**config.mk**
```make
export PLATFORM = sky130hd
export DESIGN_NAME = poly_voice_allocator
export DESIGN_NICKNAME = d
export VERILOG_FILES = /design/src/rtl/core/pva_pkg.sv /design/src/rtl/core/pva_front.sv /design/src/rtl/core/pva_back.sv /design/src/rtl/core/poly_voice_allocator.sv
export SDC_FILE = /design/constraint.sdc
export NUM_CORES = 1
export LEC_CHECK = 0
export BUFFER_PORTS_ARGS = -buffer_cell sky130_fd_sc_hd__buf_2
export CORE_MARGIN = 3
export CORE_UTILIZATION = 57
export CTS_CLUSTER_SIZE = 24
export DETAILED_ROUTE_END_ITERATION = 7
export GPL_ROUTABILITY_DRIVEN = 0
export PLACE_DENSITY = 0.69
export SLEW_MARGIN = 20
export SYNTH_ARGS = -nofsm -noshare
export SYNTH_HDL_FRONTEND = slang
export SYNTH_SLANG_ARGS = --single-unit
```
**constraint.sdc**
```tcl
create_clock -name clk -period 8.5 [get_ports clk]
set_input_delay 0.425 -clock clk [delete_from_list [all_inputs] [get_ports clk]]
set_output_delay 0.425 -clock clk [all_outputs]
set_load 0.005 [all_outputs]
```
**src/rtl/core/pva_pkg.sv**
```systemverilog
// Shared constants, types and helpers of the polyphonic voice allocator.
package pva_pkg;

	localparam int VOICES       = 16;
	localparam int VIDX_W       = (VOICES > 1) ? $clog2(VOICES) : 1;
	localparam int VCNT_W       = $clog2(VOICES + 1);
	localparam int STAMP_W      = 32;
	localparam int NOTE_W       = 7;
	localparam int VEL_W        = 7;
	localparam int VOICE_W      = 4;
	localparam int CFG_W        = 5;
	localparam int CFG_IDX_W    = 2;
	localparam int ACTIVE_RESET = 16;
	localparam int QDEPTH       = 2;
	localparam int QPTR_W       = (QDEPTH > 1) ? $clog2(QDEPTH) : 1;
	localparam int QCNT_W       = $clog2(QDEPTH + 1);

	localparam logic [CFG_IDX_W-1:0] CFG_ENABLED = 2'd0;
	localparam logic [CFG_IDX_W-1:0] CFG_MULTI   = 2'd1;
	localparam logic [CFG_IDX_W-1:0] CFG_ACTIVE  = 2'd2;

	localparam logic CMD_NOTE_ON  = 1'b0;
	localparam logic CMD_NOTE_OFF = 1'b1;

	localparam logic KIND_DOWN = 1'b0;
	localparam logic KIND_UP   = 1'b1;

	typedef enum logic [1:0] {
		OP_ON,
		OP_OFF,
		OP_SINGLE_ON,
		OP_SINGLE_OFF
	} pva_op_t;

	typedef struct packed {
		pva_op_t             op;
		logic [NOTE_W-1:0]   note;
		logic [VEL_W-1:0]    velocity;
		logic [VCNT_W-1:0]   count;
	} pva_item_t;

	typedef struct packed {
		logic                event_kind;
		logic [VOICE_W-1:0]  voice;
		logic                single_voice;
		logic [NOTE_W-1:0]   note_out;
		logic [VEL_W-1:0]    velocity_out;
		logic                last;
	} pva_result_t;

	typedef enum logic [2:0] {
		ST_IDLE,
		ST_SINGLE,
		ST_SCAN,
		ST_ON_EMIT,
		ST_MASK,
		ST_OFF_EMIT
	} pva_state_t;

	function automatic logic [VOICE_W-1:0] to_voice(input logic [VIDX_W-1:0] idx);
		logic [VIDX_W+VOICE_W-1:0] ext;
		ext = (VIDX_W + VOICE_W)'(idx);
		return ext[VOICE_W-1:0];
	endfunction

endpackage

```
**src/rtl/core/pva_front.sv**
```systemverilog
// Front end: configuration registers, event classification and transaction queue.
module pva_front (
	input  logic                          clk,
	input  logic                          arst_n,
	input  logic                          cfg_wr_en,
	input  logic [pva_pkg::CFG_IDX_W-1:0] cfg_index,
	input  logic [pva_pkg::CFG_W-1:0]     cfg_data,
	input  logic                          in_valid,
	output logic                          in_stall,
	input  logic                          command,
	input  logic [pva_pkg::NOTE_W-1:0]    note,
	input  logic [pva_pkg::VEL_W-1:0]     velocity,
	output logic                          item_valid,
	output pva_pkg::pva_item_t            item,
	input  logic                          item_pop
);
	import pva_pkg::*;

	logic              enabled_q;
	logic              multi_q;
	logic [CFG_W-1:0]  active_q;
	pva_item_t         q_mem_q [QDEPTH];
	logic [QPTR_W-1:0] wr_ptr_q;
	logic [QPTR_W-1:0] rd_ptr_q;
	logic [QCNT_W-1:0] cnt_q;
	logic              full;
	logic              push;
	logic              pop;
	pva_item_t         new_item;
	logic [VCNT_W-1:0] n_act;

	always_ff @(posedge clk or negedge arst_n) begin
		if (!arst_n) begin
			enabled_q <= 1'b1;
			multi_q   <= 1'b1;
			active_q  <= CFG_W'(ACTIVE_RESET);
		end else if (cfg_wr_en) begin
			case (cfg_index)
				CFG_ENABLED: enabled_q <= cfg_data[0];
				CFG_MULTI:   multi_q   <= cfg_data[0];
				CFG_ACTIVE:  active_q  <= cfg_data;
				default: ;
			endcase
		end
	end

	// clamp the active count into 1..VOICES
	always_comb begin
		if (active_q == '0) begin
			n_act = VCNT_W'(1);
		end else if (32'(active_q) > VOICES) begin
			n_act = VCNT_W'(VOICES);
		end else begin
			n_act = VCNT_W'(active_q);
		end
	end

	always_comb begin
		new_item.note     = note;
		new_item.velocity = velocity;
		new_item.count    = n_act;
		if (multi_q) begin
			new_item.op = (command == CMD_NOTE_OFF) ? OP_OFF : OP_ON;
		end else begin
			new_item.op = (command == CMD_NOTE_OFF) ? OP_SINGLE_OFF : OP_SINGLE_ON;
		end
	end

	assign full       = (cnt_q == QCNT_W'(QDEPTH));
	assign in_stall   = full;
	// drop transactions while disabled
	assign push       = in_valid && !full && enabled_q;
	assign item_valid = (cnt_q != '0);
	assign pop        = item_pop && item_valid;
	assign item       = q_mem_q[rd_ptr_q];

	always_ff @(posedge clk) begin
		if (push) begin
			q_mem_q[wr_ptr_q] <= new_item;
		end
	end

	always_ff @(posedge clk or negedge arst_n) begin
		if (!arst_n) begin
			wr_ptr_q <= '0;
			rd_ptr_q <= '0;
			cnt_q    <= '0;
		end else begin
			if (push) begin
				wr_ptr_q <= (wr_ptr_q == QPTR_W'(QDEPTH - 1)) ? '0 : wr_ptr_q + QPTR_W'(1);
			end
			if (pop) begin
				rd_ptr_q <= (rd_ptr_q == QPTR_W'(QDEPTH - 1)) ? '0 : rd_ptr_q + QPTR_W'(1);
			end
			case ({push, pop})
				2'b10:   cnt_q <= cnt_q + QCNT_W'(1);
				2'b01:   cnt_q <= cnt_q - QCNT_W'(1);
				default: cnt_q <= cnt_q;
			endcase
		end
	end

endmodule

```
**src/rtl/core/pva_back.sv**
```systemverilog
// Back end: voice state, oldest-release scan, release sequencing and output register.
module pva_back (
	input  logic                 clk,
	input  logic                 arst_n,
	input  logic                 item_valid,
	input  pva_pkg::pva_item_t   item,
	output logic                 item_pop,
	input  logic                 out_stall,
	output logic                 out_valid,
	output pva_pkg::pva_result_t result
);
	import pva_pkg::*;

	pva_state_t         state_q;
	pva_state_t         state_d;
	pva_item_t          cur_q;
	logic [VIDX_W-1:0]  idx_q;
	logic               found_free_q;
	logic [VIDX_W-1:0]  free_pick_q;
	logic [STAMP_W-1:0] free_min_q;
	logic [VIDX_W-1:0]  all_pick_q;
	logic [STAMP_W-1:0] all_min_q;
	logic [VOICES-1:0]  mask_q;
	logic [VOICES-1:0]  in_use_q;
	logic [NOTE_W-1:0]  note_q [VOICES];
	logic [STAMP_W-1:0] stamp_q [VOICES];
	logic [STAMP_W-1:0] counter_q;
	logic               out_valid_q;
	pva_result_t        out_q;

	logic               out_free;
	logic [STAMP_W-1:0] stamp_rd;
	logic               free_take;
	logic               all_take;
	logic [VCNT_W-1:0]  idx_next_cnt;
	logic               scan_end;
	logic [VIDX_W-1:0]  on_pick;
	logic [VIDX_W-1:0]  off_pick;
	logic [VOICES-1:0]  off_bit;
	logic               off_last;
	logic [VOICES-1:0]  mask_new;
	logic               emit;
	logic               scan_step;
	logic               on_commit;
	logic               off_commit;
	logic               mask_load;
	pva_result_t        res;

	assign out_free     = !out_valid_q || !out_stall;
	assign stamp_rd     = stamp_q[idx_q];
	assign free_take    = !in_use_q[idx_q] && (!found_free_q || (stamp_rd < free_min_q));
	assign all_take     = (idx_q == '0) || (stamp_rd < all_min_q);
	assign idx_next_cnt = VCNT_W'(idx_q) + VCNT_W'(1);
	assign scan_end     = (idx_next_cnt == cur_q.count);
	assign on_pick      = found_free_q ? free_pick_q : all_pick_q;

	always_comb begin
		off_pick = '0;
		for (int i = VOICES - 1; i >= 0; i--) begin
			if (mask_q[i]) begin
				off_pick = VIDX_W'(i);
			end
		end
		off_bit           = '0;
		off_bit[off_pick] = 1'b1;
		off_last          = ((mask_q & ~off_bit) == '0);
	end

	always_comb begin
		for (int i = 0; i < VOICES; i++) begin
			mask_new[i] = in_use_q[i] && (note_q[i] == cur_q.note) && (32'(cur_q.count) > i);
		end
	end

	always_comb begin
		state_d    = state_q;
		item_pop   = 1'b0;
		emit       = 1'b0;
		scan_step  = 1'b0;
		on_commit  = 1'b0;
		off_commit = 1'b0;
		mask_load  = 1'b0;
		res        = '0;
		case (state_q)
			ST_IDLE: begin
				if (item_valid) begin
					item_pop = 1'b1;
					case (item.op)
						OP_ON:   state_d = ST_SCAN;
						OP_OFF:  state_d = ST_MASK;
						default: state_d = ST_SINGLE;
					endcase
				end
			end
			ST_SINGLE: begin
				res.single_voice = 1'b1;
				res.last         = 1'b1;
				if (cur_q.op == OP_SINGLE_OFF) begin
					res.event_kind = KIND_UP;
				end else begin
					res.event_kind   = KIND_DOWN;
					res.note_out     = cur_q.note;
					res.velocity_out = cur_q.velocity;
				end
				if (out_free) begin
					emit    = 1'b1;
					state_d = ST_IDLE;
				end
			end
			ST_SCAN: begin
				scan_step = 1'b1;
				if (scan_end) begin
					state_d = ST_ON_EMIT;
				end
			end
			ST_ON_EMIT: begin
				res.event_kind   = KIND_DOWN;
				res.voice        = to_voice(on_pick);
				res.note_out     = cur_q.note;
				res.velocity_out = cur_q.velocity;
				res.last         = 1'b1;
				if (out_free) begin
					emit      = 1'b1;
					on_commit = 1'b1;
					state_d   = ST_IDLE;
				end
			end
			ST_MASK: begin
				mask_load = 1'b1;
				state_d   = (mask_new == '0) ? ST_IDLE : ST_OFF_EMIT;
			end
			ST_OFF_EMIT: begin
				res.event_kind = KIND_UP;
				res.voice      = to_voice(off_pick);
				res.last       = off_last;
				if (out_free) begin
					emit       = 1'b1;
					off_commit = 1'b1;
					if (off_last) begin
						state_d = ST_IDLE;
					end
				end
			end
			default: state_d = ST_IDLE;
		endcase
	end

	always_ff @(posedge clk or negedge arst_n) begin
		if (!arst_n) begin
			state_q <= ST_IDLE;
		end else begin
			state_q <= state_d;
		end
	end

	always_ff @(posedge clk or negedge arst_n) begin
		if (!arst_n) begin
			in_use_q  <= '0;
			counter_q <= STAMP_W'(1);
			for (int i = 0; i < VOICES; i++) begin
				note_q[i]  <= '0;
				stamp_q[i] <= '0;
			end
		end else begin
			if (on_commit) begin
				in_use_q[on_pick] <= 1'b1;
				note_q[on_pick]   <= cur_q.note;
			end
			if (off_commit) begin
				in_use_q[off_pick] <= 1'b0;
				stamp_q[off_pick]  <= counter_q;
				// saturate at the top
				if (counter_q != '1) begin
					counter_q <= counter_q + STAMP_W'(1);
				end
			end
		end
	end

	always_ff @(posedge clk) begin
		if (item_pop) begin
			cur_q        <= item;
			idx_q        <= '0;
			found_free_q <= 1'b0;
		end
		if (scan_step) begin
			if (free_take) begin
				found_free_q <= 1'b1;
				free_pick_q  <= idx_q;
				free_min_q   <= stamp_rd;
			end
			if (all_take) begin
				all_pick_q <= idx_q;
				all_min_q  <= stamp_rd;
			end
			idx_q <= idx_q + VIDX_W'(1);
		end
		if (mask_load) begin
			mask_q <= mask_new;
		end else if (off_commit) begin
			mask_q <= mask_q & ~off_bit;
		end
		if (emit) begin
			out_q <= res;
		end
	end

	always_ff @(posedge clk or negedge arst_n) begin
		if (!arst_n) begin
			out_valid_q <= 1'b0;
		end else if (emit) begin
			out_valid_q <= 1'b1;
		end else if (!out_stall) begin
			out_valid_q <= 1'b0;
		end
	end

	assign out_valid = out_valid_q;
	assign result    = out_q;

endmodule

```
**src/rtl/core/poly_voice_allocator.sv**
```systemverilog
// Top level of the polyphonic voice allocator: front end, back end and port checks.
// Note-on: pop, then an oldest-release scan of n active voices at one voice per cycle,
//   then the ON_EMIT state loads the output register once the output is free.
// Note-off: pop, match, then one note-up per cycle per released voice unless stalled.
// Single-voice: one result. The front queue holds 2 transactions ahead of the back end.
// Reset: all voices free, notes and stamps zero, release counter one, block enabled,
//   multi-voice mode, 16 active voices.
module poly_voice_allocator (
	input  logic                          clk,
	input  logic                          arst_n,
	input  logic                          cfg_wr_en,
	input  logic [pva_pkg::CFG_IDX_W-1:0] cfg_index,
	input  logic [pva_pkg::CFG_W-1:0]     cfg_data,
	input  logic                          in_valid,
	output logic                          in_stall,
	input  logic                          command,
	input  logic [pva_pkg::NOTE_W-1:0]    note,
	input  logic [pva_pkg::VEL_W-1:0]     velocity,
	output logic                          out_valid,
	input  logic                          out_stall,
	output logic                          event_kind,
	output logic [pva_pkg::VOICE_W-1:0]   voice,
	output logic                          single_voice,
	output logic [pva_pkg::NOTE_W-1:0]    note_out,
	output logic [pva_pkg::VEL_W-1:0]     velocity_out,
	output logic                          last
);
	import pva_pkg::*;

	logic        item_valid;
	pva_item_t   item;
	logic        item_pop;
	pva_result_t result;

	pva_front u_front (
		.clk        (clk),
		.arst_n     (arst_n),
		.cfg_wr_en  (cfg_wr_en),
		.cfg_index  (cfg_index),
		.cfg_data   (cfg_data),
		.in_valid   (in_valid),
		.in_stall   (in_stall),
		.command    (command),
		.note       (note),
		.velocity   (velocity),
		.item_valid (item_valid),
		.item       (item),
		.item_pop   (item_pop)
	);

	pva_back u_back (
		.clk        (clk),
		.arst_n     (arst_n),
		.item_valid (item_valid),
		.item       (item),
		.item_pop   (item_pop),
		.out_stall  (out_stall),
		.out_valid  (out_valid),
		.result     (result)
	);

	assign event_kind   = result.event_kind;
	assign voice        = result.voice;
	assign single_voice = result.single_voice;
	assign note_out     = result.note_out;
	assign velocity_out = result.velocity_out;
	assign last         = result.last;

	a_single_voice_zero : assert property (@(posedge clk) disable iff (!arst_n)
		out_valid && single_voice |-> (voice == '0) && last)
		else $error("single-voice transaction not on voice zero or not last");

	a_note_up_clear : assert property (@(posedge clk) disable iff (!arst_n)
		out_valid && (event_kind == KIND_UP) |-> (note_out == '0) && (velocity_out == '0))
		else $error("note-up transaction carries pitch or velocity");

	a_note_down_last : assert property (@(posedge clk) disable iff (!arst_n)
		out_valid && (event_kind == KIND_DOWN) |-> last)
		else $error("note-down transaction not marked last");

endmodule

```
Yosys cells after proc, flatten, opt, wreduce, memory -nomap -nowiden. Memory sizes are Yosys's and may differ from the RTL's. Cells that the tools add are included. Widths: inputs -> output; s select.

Register bits: 822. RAM bits: 42. Output and inout bits: 23. Memories: 1.

Add/subtract/negate cells: 7. Magnitude comparators: 29. Eq/ne operators: 36. Multiplexer cells: 76. Bitwise gates (word level): 7. Reduce and logical (&&, ||, !) cells: 68.

Memories: u_front.q_mem_q (words 2, width 21, read ports 1, clocked after memory_dff 0, write ports 1, RTL line pva_front.sv:22) `pva_item_t q_mem_q [QDEPTH];`.

Operator list (number): $bwmux 512 (1); $bmux 32 s4 (1); $demux 32 s4 (1); $bwmux 112 (1); $eq 7x7->1 (16); $mux 32 (3); $mux 4 (19); $lt 32x32->1 (2); $mux 16 (4); $gt 5x4->1 const B (8); $logic_and 1x1->1 (40); $add 32x1->32 const B (1); $and 16x16->16 (2); $logic_not 16->1 (2); $ne 32x32->1 const B (1); $demux 7 s4 (1); $pmux 14 s2 (1); $mux 1 (24); $gt 5x3->1 const B (4); $mux 3 (6); $not 16->16 (1); $or 16x16->16 (1); $ge 5x5->1 const B (3); $lt 4x5->1 const B (3); 41 further kinds (77).

Logic depth before layout (Yosys ltp).
Depth in word-level cells: 26. Gate-level depth with buffers: 16. Mapped depth without buffers: 12.

By module. Synthesis repeated with hierarchy kept, for this count alone.

Cells, all modules: 2909. Area total of the unflattened synthesis: 40159.8 µm².

By module, submodules not included: pva_back (times used 1, cells each 2801, area an instance 38097.8 µm², sequential area each 20961.4 µm²); pva_front (times used 1, cells each 108, area an instance 2062.0 µm², sequential area each 1540.2 µm²).

Least setup slack after synthesis. OpenSTA, ideal clock, no wires.

Path kind: reg2reg. Start: reg u_back.idx_q[0]. End: reg u_back.all_min_q[0] (enable). Library setup time: 0.479 ns. Data arrival time: 6.192 ns. Required time: 8.021 ns. Path slack: 1.828 ns. Stages on the path, launching flop included: 15. Buffers on the path: 3. Cells stage by stage: edfxtp_1 > buf_2 > clkbuf_1 > buf_1 > mux4_2 > a22oi_1 > nand2_1 > ha_1 > a21o_1 > a21o_1 > a21o_1 > a21o_1 > a211oi_1 > o21ai_0 > o21ai_0.

Cells in the longest elaborated chain, start to end: 7.

RTL lines: start, declared (RTL line pva_back.sv:17) `logic [VIDX_W-1:0] idx_q;`; start signal, assigned (RTL line pva_back.sv:196) `idx_q <= idx_q + VIDX_W'(1);`; $not 4->5 (implied by the code) (RTL line pva_back.sv:50) `assign stamp_rd = stamp_q[idx_q];`; $bmux 32 s4 (RTL line pva_back.sv:50); $mux 32 (implied by the code) (2 in series) (RTL line pva_back.sv:50); via u_back.stamp_rd[25] (RTL line pva_back.sv:32) `logic [STAMP_W-1:0] stamp_rd;`; $lt 32x32->1 (RTL line pva_back.sv:52) `assign all_take = (idx_q == '0) || (stamp_rd < all_min_q);`; $logic_or 1x1->1 (RTL line pva_back.sv:52); $reduce_and 2->1 (no source line); end signal, assigned (RTL line pva_back.sv:194) `all_min_q <= stamp_rd;`; end, declared (RTL line pva_back.sv:22) `logic [STAMP_W-1:0] all_min_q;`.

The timed path passes the listed nets, and every way through them passes these cells. The select of a mux whose other input is x is not followed. A chain may end at the register's enable or synchronous reset.

Worst setup path in the final report.
Start: reg u_back.idx_q[1]. End: reg u_back.free_min_q[26] (enable).

Cells in the longest elaborated chain, start to end: 8.

RTL lines: $not 4->5 (implied by the code) (RTL line pva_back.sv:50); $bmux 32 s4 (RTL line pva_back.sv:50); $mux 32 (implied by the code) (2 in series) (RTL line pva_back.sv:50); via u_back.stamp_rd[17] (RTL line pva_back.sv:32); $lt 32x32->1 (RTL line pva_back.sv:51) `assign free_take = !in_use_q[idx_q] && (!found_free_q || (stamp_rd < free_min_q));`; $logic_or 1x1->1 (RTL line pva_back.sv:51); $logic_and 1x1->1 (RTL line pva_back.sv:51); $reduce_and 2->1 (no source line); end signal, assigned (RTL line pva_back.sv:190) `free_min_q <= stamp_rd;`; end, declared (RTL line pva_back.sv:20) `logic [STAMP_W-1:0] free_min_q;`.

The timed path passes the listed nets, and every way through them passes these cells. The select of a mux whose other input is x is not followed.

==> impl_metrics.py <==
metrics = {
    "clock_tree": {
        "cts_hold_buf": 16,
        "numClockSinks": 864,
        "cts_resized": 0,
        "cts_buffers": 92,
        "insertion_delay_ns": 0.64,
        "cts-root-buf": "clkbuf_16",
        "clk_transition_reported_paths_ns": 0.06,
        "cts_buffer_depth": 3,
        "postCtsSetupBuffers": 0,
        "htree_levels": 3,
        "cts_tree": "built",
    },
    "routing": {
        "drc": 0,
        "vias_per_cell": 6.17,
        "ant_nets": 0,
        "postRouteWirelength_microns": 97300,
        "first_pass_iters": 7,
        "vias": 24300,
        "drtIter0Drc": 2093,
        "wl_per_cell_microns": 24.7,
    },
    "synth": {
        "synth_cells": 2934,
        "ys_async_sr_fraction_pct": 79.5,
        "synth_edf_count": 176,
        "yosys.area.top_type_share_pct": 42.1,
        "synth_cell_types": 71,
        "synth_area_leaders": "dfrtp_1 (42%), mux2_2 (15%), edfxtp_1 (13%)",
        "syn-num-nets": 3027,
        "synth_seq_cells": 864,
        "synth_flop_cell": "dfrtp_1",
        "synth_largest_area_cell": "dfrtp_1",
        "netlist_area_sq_mm": 0.0406,
        "syn_avg_cell_area_sq_um": 13.8,
        "ys_warn_count": 0,
        "yosysSeqAreaShare_pct": 55.4,
    },
    "sta": {
        "finalHoldViolCount": 0,
        "slew_headroom_pct": 16.8,
        "period_minus_slack_ns": 5.94,
        "setup_viol": 0,
        "worstMarginPinSlew_ns": 1.25,
        "finalSetupTns_ns": 0,
        "max_freq_ghz": 0.168,
        "slew_violations": 0,
        "final.period_utilization_pct": 69.9,
        "fin_skew_ns": 0.0184,
        "rsz0062_at_grt": "no",
    },
    "critical_path": {
        "crit_path_top_delay_cell": "edfxtp_1",
        "end_kind": "flop",
        "worst_path_largest_cell_delay_ns": 1.18,
        "path_common_cell": "a21o_1",
        "arrival_ns": 6.24,
        "cp_max_fo": 42,
        "cp_cell_sequence": "and2_2, buf_4, a221oi_1, a22oi_1, nand2_1, ha_1, a21o_1, a21o_1, a21o_1, a21o_1, a221o_1, a21o_1, nor2_4, buf_4",
        "crit_path_start": "u_back.idx_q[1]$_SDFFCE_PN0P_",
        "crit_end": "u_back.free_min_q[26]$_DFFE_PP_",
        "reg2reg_setup_slack_ns": 2.56,
        "worstSetupPathType": "flop to flop",
        "timing.rr.start": "u_back.idx_q[1]$_SDFFCE_PN0P_",
        "required_ns": 8.80,
        "cp-start-kind": "flop",
        "reg2reg_depth": 14,
        "r2r-end": "u_back.free_min_q[26]$_DFFE_PP_",
    },
    "finish": {
        "multi_input_area_sq_mm": 0.0167,
        "n_fill_cell": 5157,
        "nNetsFinal": 3016,
        "drive_gt1_share_pct": 31.5,
        "syn2layout_area_growth_pct": 10.1,
        "regArea_sq_mm": 0.0225,
        "finish.utilization_pct": 63.6,
        "insertedDiodeCount": 0,
    },
    "grt": {
        "met2_usage_pct": 42.1,
        "grt_pass1_vias": 25400,
        "grt_max_degree": 187,
        "gr-total-overflow": 0,
        "top_usage_layer": "met2",
        "grt_pass1_wl_microns": 152000,
        "met3_usage_pct": 4.05,
        "grtUsageMet1_pct": 38.1,
        "grt_usage_pct": 26.5,
        "antenna_found_initial": 1,
    },
    "power_and_ir_drop": {
        "powerDensity_mw_per_mm2": 306,
        "p_leak_nw": 20.6,
        "peakVddDrop_uv": 353,
    },
    "floorplan": {
        "rows": 97,
        "die_x_microns": 273,
        "start_util_pct": 57.8,
        "coreArea_sq_mm": 0.0703,
        "pin_count": 50,
        "die-height_microns": 273,
        "dieArea_sq_mm": 0.0745,
    },
    "hold_path": {
        "hold_path_class": "input pin to flop",
        "hold_depth": 2,
    },
    "place": {
        "numPortBuffers": 49,
        "place_hpwl_microns": 57600,
    },
    "flow_run": {
        "drv_cap": 0,
    },
    "outcome": {
        "status": "finished, final reports clean",
    },
}
power by group:
group / total (W) / switching, W / leakage, nW / internal (W)
Clock: 0.00402 / 0.00164 / 1.52 / 0.00237
Combinational: 0.00404 / 0.00235 / 8.07 / 0.00170
Sequential: 0.00561 / 0.000562 / 11.0 / 0.00504
Total: 0.0137 / 0.00455 / 20.6 / 0.00911
metrics by stage:
stage / total power [W] / area [sq um] / instances / setup WS [ns] / hold slack (ns)
floorplan: 0.00842 / 40600 / 2934 / 1.83 / 0.129
global placement: 0.00949 / 41400 / 3752 / 2.79 / 0.459
detailed placement: 0.00966 / 41400 / 3752 / 2.64 / 0.468
CTS: 0.0137 / 44600 / 3939 / 2.63 / 0.00409
global route: 0.0144 / 44700 / 3940 / 2.43 / 0.0289
finish: 0.0137 / 44700 / 3940 / 2.56 / 0.0339
Yosys cell counts (all sizes together) (5+ instances only):
master	n
nand3	23
nor4	25
inv	95
buf	90
or3	7
a221oi	65
mux2i	137
o21ai	74
mux2	637
nand2	116
nor2	77
and3	10
a211oi	8
nand2b	6
xnor2	107
a22oi	35
xor2	47
nand4	46
a21oi	38
a21o	29
o21a	7
mux4	69
o311ai	5
or2	6
and2	22
edfxtp	176
dfrtp	683
clkbuf	126
ha	66
nor2b	13
nor3	31
per-layer routing:
metal | wire (microns) | up-vias
met1 | 43800 | 12700
li1 | - | 10700
met3 | 5540 | 155
met4 | 2280 | 0
met2 | 45700 | 708
met5 | 0 | -
layout make-up:
type                    count  share of cell area [%]
clock buffers             135                    6.08
clock inverters            36                   0.784
multi-input cells        1758                    37.5
repair buffers            111                    1.89
inverters                  96                   0.806
flip-flops and latches    864                    50.4
well taps                 940                    2.63
how the worst min path moves through the flow:
stage                                          startpoint                                to
after floorplan                                    arst_n  u_back.counter_q[10]$_DFFE_PN0P_
after global placement    u_back.stamp_q[206]$_DFFE_PN0P_   u_back.stamp_q[206]$_DFFE_PN0P_
after detailed placement  u_back.stamp_q[478]$_DFFE_PN0P_   u_back.stamp_q[478]$_DFFE_PN0P_
after CTS                                     cfg_data[2]   u_front.active_q[2]$_DFFE_PN0P_
after global routing                          cfg_data[3]   u_front.active_q[3]$_DFFE_PN0P_
final                                         cfg_data[3]   u_front.active_q[3]$_DFFE_PN0P_
cells by family after synthesis:
kind of cell    Yosys count  share of synthesized area, %
compound gates          298                          5.25
xor+xnor                154                          3.32
fa+ha+maj                67                          2.06
buf+inv                 312                          3.56
flops                   864                          55.4
mux                     843                          25.4
simple gates            396                          5.02
worst max-delay path: cells and delay by family (launching register included):
family | cells | cell delay, ns
fa+ha+maj | 1 | 0.33
compound gates | 8 | 1.63
simple gates | 3 | 1.38
buf+inv | 2 | 1.00
flops | 1 | 1.18
state kept, by name (all words and copies together), names as in the netlist:
name,count
u_back.stamp_q,512
u_back.note_q,112
u_front.q_mem_q,42
u_back.all_min_q,32
u_back.counter_q,32
u_back.free_min_q,32
u_back.cur_q,21
u_back.result,21
u_back.in_use_q,16
u_back.mask_q,16
u_front.active_q,5
u_back.all_pick_q,4
u_back.free_pick_q,4
u_back.idx_q,4
u_back.state_q,3
u_front.cnt_q,2
u_back.found_free_q,1
u_back.out_valid,1
u_front.enabled_q,1
u_front.multi_q,1
u_front.rd_ptr_q,1
u_front.wr_ptr_q,1
cells in the final DEF, fill, tap and decap left out, types with 30 or more instances in the layout:
master / Yosys / final
inv_1: 95 / 95
a21oi_1: 37 / 36
clkbuf_16: 0 / 94
o21ai_0: 73 / 72
mux2_1: 45 / 45
mux2_4: 53 / 53
nand4_1: 46 / 46
buf_4: 13 / 40
nor2_1: 68 / 62
nor3_1: 31 / 30
edfxtp_1: 176 / 176
buf_2: 31 / 48
ha_1: 66 / 66
xor2_1: 47 / 47
dfrtp_1: 683 / 683
a221oi_1: 65 / 65
xnor2_1: 107 / 107
nand2_1: 112 / 112
mux2_2: 539 / 539
a22oi_1: 35 / 35
mux2i_1: 137 / 137
mux4_2: 69 / 69
No activity file was read; power rests on OpenSTA's default activity.
